File: config.mk
export PLATFORM = sky130hd
export DESIGN_NAME = loss_value_accumulator
export DESIGN_NICKNAME = d
export VERILOG_FILES = /design/src/hdl/lva_pkg.sv /design/src/hdl/loss_value_accumulator.sv /design/src/hdl/lva_front.sv /design/src/hdl/lva_back.sv
export VERILOG_INCLUDE_DIRS = /design/src /design/src/hdl
export SDC_FILE = /design/constraint.sdc
export NUM_CORES = 2
export LEC_CHECK = 0
export ABC_AREA = 1
export BUFFER_PORTS_ARGS = -buffer_cell sky130_fd_sc_hd__buf_2
export CORE_AREA = 2 2 283 285
export CTS_BUF_LIST = sky130_fd_sc_hd__clkbuf_8
export CTS_CLUSTER_SIZE = 16
export DETAILED_ROUTE_END_ITERATION = 7
export DIE_AREA = 0 0 285 287
export PLACE_DENSITY = 0.86
export SLEW_MARGIN = 20
export SYNTH_ARGS = -nofsm -noshare
export SYNTH_HDL_FRONTEND = slang
export SYNTH_HIERARCHICAL = 1
export SYNTH_SLANG_ARGS = --single-unit
File: constraint.sdc
create_clock -name clk -period 14.79 [get_ports clk]
set_input_delay 1.479 -clock clk [delete_from_list [all_inputs] [get_ports clk]]
set_output_delay 1.479 -clock clk [all_outputs]
set_load 0.03 [all_outputs]
File: src/hdl/loss_value_accumulator_assert.svh
// Assertion macros for the loss value accumulator.
// Each macro expects clk and rst to be in scope.
`ifndef LOSS_VALUE_ACCUMULATOR_ASSERT_SVH
`define LOSS_VALUE_ACCUMULATOR_ASSERT_SVH

// same-cycle implication
`define LVA_ASSERT_IMPL(lbl, ante, cons) \
  lbl: assert property (@(posedge clk) disable iff (rst) (ante) |-> (cons)) \
    else $error("lva check failed");

// next-cycle implication
`define LVA_ASSERT_NEXT(lbl, ante, cons) \
  lbl: assert property (@(posedge clk) disable iff (rst) (ante) |=> (cons)) \
    else $error("lva check failed");

`endif

File: src/hdl/lva_pkg.sv
// Shared types, constants and the log2 fraction table of the loss accumulator.
// No dependencies.
package lva_pkg;

  localparam int FRAC_BITS   = 16;
  localparam int VAL_W       = FRAC_BITS + 1;
  localparam int TABLE_DEPTH = 256;
  localparam int IDX_W       = $clog2(TABLE_DEPTH);
  localparam int SUM_W       = 48;
  localparam int CNT_W       = 16;
  localparam int NLOG_W      = 21;
  localparam int TERM_W      = 22;
  localparam logic [31:0] LN2_Q32 = 32'd2977044472;
  localparam logic [VAL_W-1:0] ONE_VAL = VAL_W'(1) << FRAC_BITS;

  // loss modes
  localparam logic [1:0] MODE_CE   = 2'd0;
  localparam logic [1:0] MODE_NLL  = 2'd1;
  localparam logic [1:0] MODE_QUAD = 2'd2;

  // register byte addresses
  localparam logic [1:0] ADDR_LOSS_MODE = 2'd0;

  typedef enum logic [1:0] {OP_CE, OP_NLL, OP_QUAD, OP_NONE} op_t;

  typedef enum logic [2:0] {BS_IDLE, BS_LOG, BS_LN, BS_WGT, BS_ACC} back_state_t;

  // one classified word between front and back
  typedef struct packed {
    op_t              op;
    logic [VAL_W-1:0] e;
    logic [VAL_W-1:0] a;
    logic             last;
  } work_t;

  typedef logic [15:0] log_table_t [TABLE_DEPTH];

  // log2(1 + i/D) in Q16 by repeated squaring in Q2.30
  function automatic log_table_t build_log_table();
    log_table_t       t;
    longint unsigned  y;
    logic [15:0]      r;
    for (int i = 0; i < TABLE_DEPTH; i++) begin
      y = ((longint'(TABLE_DEPTH + i)) << 30) / TABLE_DEPTH;
      r = '0;
      for (int k = 1; k <= 16; k++) begin
        y = (y * y) >> 30;
        if (y >= (64'd2 << 30)) begin
          y = y >> 1;
          r[16-k] = 1'b1;
        end
      end
      t[i] = r;
    end
    return t;
  endfunction

  localparam log_table_t LOG_TABLE = build_log_table();

endpackage

File: src/hdl/loss_value_accumulator.sv
// Loss value accumulator.
// Input queue: push/full carry (expected_value, actual_value, last_element)
// words, probabilities in Q16 where 65536 is 1.0. Result queue: empty/pop
// carry (loss_value, element_count, saturated), one result per word marked
// last. loss_mode (APB address 0) picks cross entropy, NLL or quadratic loss.
// A front end clamps and classifies words into a 2-entry queue; a back end
// runs one shared log unit and accumulates with saturation.
// Cross entropy makes two log passes, each of leading-one/table, ln2 multiply,
// weight multiply and accumulate; NLL makes one; quadratic and the unused
// mode go from the log step straight to accumulate. The back end takes a new
// word only once it is through with the last; its single log unit sets this.
// Reset empties both queues, clears the sum, count and flag, mode to 0.
// When the receiver does not pop, a finished result holds; the back end
// stops only at the next last word, and the input queue fills, raising full.
// Config writes are meant for idle periods.
// Depends on lva_pkg, lva_front, lva_back, loss_value_accumulator_assert.svh.
`include "loss_value_accumulator_assert.svh"
module loss_value_accumulator (
  input  logic                        clk,
  input  logic                        rst,
  input  logic                        psel,
  input  logic                        penable,
  input  logic                        pwrite,
  input  logic [1:0]                  paddr,
  input  logic [31:0]                 pwdata,
  output logic [31:0]                 prdata,
  output logic                        pready,
  input  logic                        push,
  output logic                        full,
  input  logic [lva_pkg::VAL_W-1:0]   expected_value,
  input  logic [lva_pkg::VAL_W-1:0]   actual_value,
  input  logic                        last_element,
  output logic                        empty,
  input  logic                        pop,
  output logic [lva_pkg::SUM_W-1:0]   loss_value,
  output logic [lva_pkg::CNT_W-1:0]   element_count,
  output logic                        saturated
);

  logic [1:0]     loss_mode;
  logic           q_valid, q_take;
  lva_pkg::work_t q_word;

  // config register
  assign pready = 1'b1;
  assign prdata = (paddr == lva_pkg::ADDR_LOSS_MODE) ? {30'd0, loss_mode} : 32'd0;

  always_ff @(posedge clk) begin
    if (rst) loss_mode <= lva_pkg::MODE_CE;
    else if (psel && penable && pwrite && paddr == lva_pkg::ADDR_LOSS_MODE)
      loss_mode <= pwdata[1:0];
  end

  lva_front u_front (
    .clk, .rst, .push, .full, .expected_value, .actual_value, .last_element,
    .mode(loss_mode), .q_valid, .q_take, .q_word
  );

  lva_back u_back (
    .clk, .rst, .q_valid, .q_take, .q_word, .empty, .pop,
    .loss_value, .element_count, .saturated
  );

  // checks
  `LVA_ASSERT_IMPL(a_sat_max, !empty && saturated, loss_value == '1)
  `LVA_ASSERT_IMPL(a_count_nz, !empty, element_count != '0)
  `LVA_ASSERT_NEXT(a_rst_empty, $past(rst), empty && !full)

endmodule

File: src/hdl/lva_front.sv
// Front end: clamps and classifies input words, buffers them in a 2-entry queue.
// Depends on lva_pkg.
module lva_front (
  input  logic                        clk,
  input  logic                        rst,
  input  logic                        push,
  output logic                        full,
  input  logic [lva_pkg::VAL_W-1:0]   expected_value,
  input  logic [lva_pkg::VAL_W-1:0]   actual_value,
  input  logic                        last_element,
  input  logic [1:0]                  mode,
  output logic                        q_valid,
  input  logic                        q_take,
  output lva_pkg::work_t              q_word
);

  lva_pkg::work_t        word_in;
  lva_pkg::work_t        slots [2];
  logic [lva_pkg::VAL_W-1:0] e_cl, a_cl;
  logic                  wr_ptr, rd_ptr;
  logic [1:0]            count;
  logic                  do_push, do_pop;

  // clamp to 1.0, pick the operation and keep log operands off 0 (and off 1.0 for CE)
  always_comb begin
    e_cl = (expected_value > lva_pkg::ONE_VAL) ? lva_pkg::ONE_VAL : expected_value;
    a_cl = (actual_value > lva_pkg::ONE_VAL) ? lva_pkg::ONE_VAL : actual_value;
    word_in.e    = e_cl;
    word_in.a    = a_cl;
    word_in.last = last_element;
    unique case (mode)
      lva_pkg::MODE_CE: begin
        word_in.op = lva_pkg::OP_CE;
        if (a_cl == '0) word_in.a = lva_pkg::VAL_W'(1);
        else if (a_cl == lva_pkg::ONE_VAL) word_in.a = lva_pkg::ONE_VAL - lva_pkg::VAL_W'(1);
      end
      lva_pkg::MODE_NLL: begin
        word_in.op = lva_pkg::OP_NLL;
        if (a_cl == '0) word_in.a = lva_pkg::VAL_W'(1);
      end
      lva_pkg::MODE_QUAD: word_in.op = lva_pkg::OP_QUAD;
      default:            word_in.op = lva_pkg::OP_NONE;
    endcase
  end

  assign full    = (count == 2'd2);
  assign q_valid = (count != 2'd0);
  assign q_word  = slots[rd_ptr];
  assign do_push = push && !full;
  assign do_pop  = q_take && q_valid;

  // queue storage
  always_ff @(posedge clk) begin
    if (do_push) slots[wr_ptr] <= word_in;
  end

  // queue pointers
  always_ff @(posedge clk) begin
    if (rst) begin
      wr_ptr <= 1'b0;
      rd_ptr <= 1'b0;
      count  <= 2'd0;
    end else begin
      if (do_push) wr_ptr <= !wr_ptr;
      if (do_pop)  rd_ptr <= !rd_ptr;
      count <= count + 2'(do_push) - 2'(do_pop);
    end
  end

endmodule

File: src/hdl/lva_back.sv
// Back end: log unit sequencer, weighting, saturating accumulator, result register.
// Depends on lva_pkg.
module lva_back (
  input  logic                          clk,
  input  logic                          rst,
  input  logic                          q_valid,
  output logic                          q_take,
  input  lva_pkg::work_t                q_word,
  output logic                          empty,
  input  logic                          pop,
  output logic [lva_pkg::SUM_W-1:0]     loss_value,
  output logic [lva_pkg::CNT_W-1:0]     element_count,
  output logic                          saturated
);

  lva_pkg::back_state_t state, state_next;
  lva_pkg::work_t       cur;
  logic                 pass;
  logic [lva_pkg::NLOG_W-1:0] nlog2;
  logic [lva_pkg::NLOG_W-1:0] nl;
  logic [lva_pkg::TERM_W-1:0] term;
  logic [lva_pkg::SUM_W-1:0]  loss_sum;
  logic [lva_pkg::CNT_W-1:0]  seen;
  logic                 ovf;
  logic                 out_valid;
  logic                 acc_fire, final_part;

  // log operand for this pass
  logic [lva_pkg::VAL_W-1:0] x, w;
  logic [3:0]                 p;
  logic [15:0]                norm;
  logic [lva_pkg::IDX_W-1:0] idx;
  logic [lva_pkg::NLOG_W-1:0] nlog2_c;
  logic [lva_pkg::VAL_W-1:0] d;
  logic [2*lva_pkg::VAL_W-1:0] sq;
  logic [lva_pkg::NLOG_W+31:0] ln_prod;
  logic [lva_pkg::VAL_W+lva_pkg::NLOG_W-1:0] w_prod;
  logic [lva_pkg::SUM_W:0]    sum_ext;
  logic [lva_pkg::CNT_W-1:0]  seen_inc;

  always_comb begin
    x = pass ? (lva_pkg::ONE_VAL - cur.a) : cur.a;
    w = pass ? (lva_pkg::ONE_VAL - cur.e) : cur.e;
  end

  // leading-one position of the low 16 bits, table lookup and -log2 of x in Q16
  always_comb begin
    p = '0;
    for (int i = 0; i < 16; i++) begin
      if (x[i]) p = 4'(i);
    end
    norm = x[15:0] << (4'd15 - p);
    idx  = norm[14:15-lva_pkg::IDX_W];
    if (x[16]) nlog2_c = '0;
    else nlog2_c = (lva_pkg::NLOG_W'(5'd16 - {1'b0, p}) << 16)
                   - lva_pkg::NLOG_W'(lva_pkg::LOG_TABLE[idx]);
  end

  // quadratic term
  always_comb begin
    d  = (cur.e >= cur.a) ? cur.e - cur.a : cur.a - cur.e;
    sq = d * d;
  end

  assign ln_prod  = nlog2 * lva_pkg::LN2_Q32 + (lva_pkg::NLOG_W+32)'(64'd1 << 31);
  assign w_prod   = w * nl;
  assign sum_ext  = {1'b0, loss_sum} + (lva_pkg::SUM_W+1)'(term);
  assign seen_inc = (seen == '1) ? seen : seen + 1'b1;

  assign final_part = (cur.op != lva_pkg::OP_CE) || pass;
  assign empty      = !out_valid;

  // next state
  always_comb begin
    state_next = state;
    unique case (state)
      lva_pkg::BS_IDLE: if (q_valid) state_next = lva_pkg::BS_LOG;
      lva_pkg::BS_LOG: begin
        if (cur.op == lva_pkg::OP_CE || cur.op == lva_pkg::OP_NLL)
          state_next = lva_pkg::BS_LN;
        else state_next = lva_pkg::BS_ACC;
      end
      lva_pkg::BS_LN:  state_next = lva_pkg::BS_WGT;
      lva_pkg::BS_WGT: state_next = lva_pkg::BS_ACC;
      lva_pkg::BS_ACC: begin
        if (acc_fire) state_next = final_part ? lva_pkg::BS_IDLE : lva_pkg::BS_LOG;
      end
      default: state_next = lva_pkg::BS_IDLE;
    endcase
  end

  // control outputs
  always_comb begin
    q_take   = (state == lva_pkg::BS_IDLE);
    acc_fire = (state == lva_pkg::BS_ACC) &&
               !(final_part && cur.last && out_valid && !pop);
  end

  always_ff @(posedge clk) begin
    if (rst) state <= lva_pkg::BS_IDLE;
    else     state <= state_next;
  end

  // datapath
  always_ff @(posedge clk) begin
    if (state == lva_pkg::BS_IDLE && q_valid) cur <= q_word;
    if (state == lva_pkg::BS_LOG) begin
      nlog2 <= nlog2_c;
      if (cur.op == lva_pkg::OP_QUAD)
        term <= lva_pkg::TERM_W'(sq >> (lva_pkg::FRAC_BITS + 1));
      else term <= '0;
    end
    if (state == lva_pkg::BS_LN) nl <= lva_pkg::NLOG_W'(ln_prod >> 32);
    if (state == lva_pkg::BS_WGT) term <= lva_pkg::TERM_W'(w_prod >> lva_pkg::FRAC_BITS);
  end

  // pass, accumulator and result register
  always_ff @(posedge clk) begin
    if (rst) begin
      pass      <= 1'b0;
      loss_sum  <= '0;
      seen      <= '0;
      ovf       <= 1'b0;
      out_valid <= 1'b0;
    end else begin
      if (acc_fire && final_part && cur.last) out_valid <= 1'b1;
      else if (pop && out_valid)              out_valid <= 1'b0;
      if (acc_fire) begin
        pass <= !final_part;
        if (final_part && cur.last) begin
          loss_value    <= sum_ext[lva_pkg::SUM_W] ? '1 : sum_ext[lva_pkg::SUM_W-1:0];
          saturated     <= ovf || sum_ext[lva_pkg::SUM_W];
          element_count <= seen_inc;
          loss_sum      <= '0;
          seen          <= '0;
          ovf           <= 1'b0;
        end else begin
          if (sum_ext[lva_pkg::SUM_W]) begin
            loss_sum <= '1;
            ovf      <= 1'b1;
          end else begin
            loss_sum <= sum_ext[lva_pkg::SUM_W-1:0];
          end
          if (final_part) seen <= seen_inc;
        end
      end
    end
  end

endmodule
==> metrics.txt <==
grt ovf 0; DRC errors left 1; Syn Area/Cell 8.11 µm²; status finished, violations left; FF+latch count, synth 317; Fillers 6,243; final wirelength 138,000 µm; area taken by multi-input logic gates 36,100 µm²; Slew Viols, Final 0; die width 285 µm; Overall Global Routing Usage 34.0%; Period minus WS final 11.04 ns; synthesized cell area 50,800 µm²; Area Overhead vs Synth 4.57%; starting density of the core 64.7%; via count 42,721; most frequent cells in the layout inv_1, nand2_1, fa_1, ha_1, nor2_1; met3 Track Usage GR 5.86%; Synth area leader fa_1; Synth cell types 64; synth top area cells fa_1, edfxtp_1, ha_1, nand2_1, inv_1; CP Class reg -> reg; RSZ-0062 raised after global routing false; delay of the slowest critical-path stage 1.05 ns; TritonCTS clock tree built; YS warnings 6; violated checks DRC; asr flop ratio synth 0%; vias in the first global route 43,028; DR iter-0 viols 4,625; Post-Synthesis Cells 6,264; Max Freq 0.0906 GHz; total area of sequential cells 8750 µm²; post-synthesis sequential area ratio 17.2%; Post-CTS Repair Setup Buffers 0; largest net degree at the start of global routing 70; setup_tns 0 ns; share of layout cells above drive strength 1 6.62%; H-tree lvl count 2; DIE AREA 81,800 µm²; fin util 67.6%; ys flop type edfxtp_1; CTS Hold Bufs 0; CP max FO 22; Routed Antenna Nets 0; Max Cap Viol 0; Die Ht 287 µm; Post-Place Cells 7,299; PortBufs 114; global routing usage on met2 56.1%; clock slew at reported path FFs 0.06 ns; row count 103; fin crit share 74.6%; Finished Layout Cells 7,400; Final Hold Fails 0; routed len/inst 18.7 µm; CP Launch Type register; post-CTS resize count 0; core area 78,600 µm²; total CTS buffers 54; DP HPWL 110,000 µm; most used routing layer met2; met1 Usage GRT 45.5%; Required @ worst endpoint 15.19 ns; first-pass GRT wire length 221,000 µm; Crit path top cell by count inv_1; Sink Count 317; CTS Root Buffer Type clkbuf_8; Layout Skew 0.0926 ns; Clock Tree Buf Depth 3; Post-synth EDFFs 240; nets@finish 7,627; Max-slew headroom 27.4%; via density per instance 5.77; Max stage delay cell, worst path edfxtp_1; share of the synthesized area in the top cell type 27.2%; worst min path class reg -> reg; drt pass-1 iters 8; Worst-Skew Late Latency 0.72 ns; initial antenna violation count 2; Hold WS 0.470 ns; most common cell after layout, fill and taps aside inv_1; Critical Path AT 11.44 ns; setup violators final 0; CP endpoint kind register; worst slew pin tran 1.09 ns; # IOs 176; gpl congestion 1.01
[per-layer routing]
| metal | vias up | part of all wire (%) |
|---|---|---|
| met3 | 379 | 9.8 |
| li1 | 19583 | - |
| met4 | 2 | 3.6 |
| met5 | - | 0.0087 |
| met1 | 20480 | 40 |
| met2 | 2277 | 47 |
[final cells by class]
class	count	share of cell area (%)
Antenna cell	1	0.00471
Clock buffer	55	1.42
Clock inverter	42	0.459
Inverter	1332	9.41
Multi-Input combinational cell	4444	68.0
Sequential cell	317	16.5
Tap cell	1050	2.47
Timing Repair Buffer	159	1.78
[final timing paths]
kind | slack [ns] | cells past startpoint | endpoint | start
setup / recovery | 3.75 | 42 | u_back/term[13] | u_back/cur[18]
hold reg to reg | 0.47 | 2 | u_back/loss_sum[13] | u_back/loss_sum[13]
hold / removal | 0.47 | 2 | u_back/loss_sum[13] | u_back/loss_sum[13]
setup reg to reg | 3.75 | 42 | u_back/term[13] | u_back/cur[18]
[metrics by stage]
stage | cell area (µm²) | worst slack (ns)
6_report | 53200 | 3.75
5_1_grt | 53200 | 2.92
4_1_cts | 53100 | 3.97
3_5_place_dp | 52100 | 4.00
3_3_place_gp | 52100 | 4.13
2_1_floorplan | 50900 | 6.35
[logic make-up (layout without fill, tap and decap cells)]
logic type / count (synthesis) / in the layout / synth area share [%]
buf+inv: 1532 / 1588 / 12.0
fa+ha+maj: 1243 / 1243 / 40.8
flops: 317 / 317 / 17.2
mux: 41 / 41 / 0.898
compound gates: 644 / 644 / 7.09
other cells: 2 / 32 / 0.0148
simple gates: 2344 / 2344 / 19.5
xor+xnor: 141 / 141 / 2.47
[state kept, by name, indices dropped and copies added, names as in the netlist, 3 cells and up, named ones only]
register / count
u_back/seen: 16
u_back/term: 22
u_back/cur: 37
u_back/state: 3
u_front/slots: 74
u_back/loss_value: 48
u_back/element_count: 16
u_back/loss_sum: 48
u_back/nl: 21
u_back/nlog2: 21
[critical path: cells and delay by family (launching register included)]
family / cells / cell delay (ns)
buffers and inverters: 10 / 1.78
xor gates and xnor gates: 1 / 0.70
adders and majority gates: 8 / 3.55
DFF: 1 / 1.05
AOI/OAI and AO/OA: 11 / 2.33
and+or+nand+nor: 12 / 1.36
[cells in the mapped netlist (all sizes together) (39+ instances only)]
cell	instances
a21oi	322
buf	99
clkbuf	101
dfxtp	77
edfxtp	240
fa	690
ha	553
inv	1317
nand2	1330
nand3	346
nand4	49
nor2	506
nor3	55
o21ai	188
xnor2	39
xor2	102
Power is left out: the tool's default activity adds up to more than one toggle a clock period on the data nets, which glitch-free logic cannot reach.
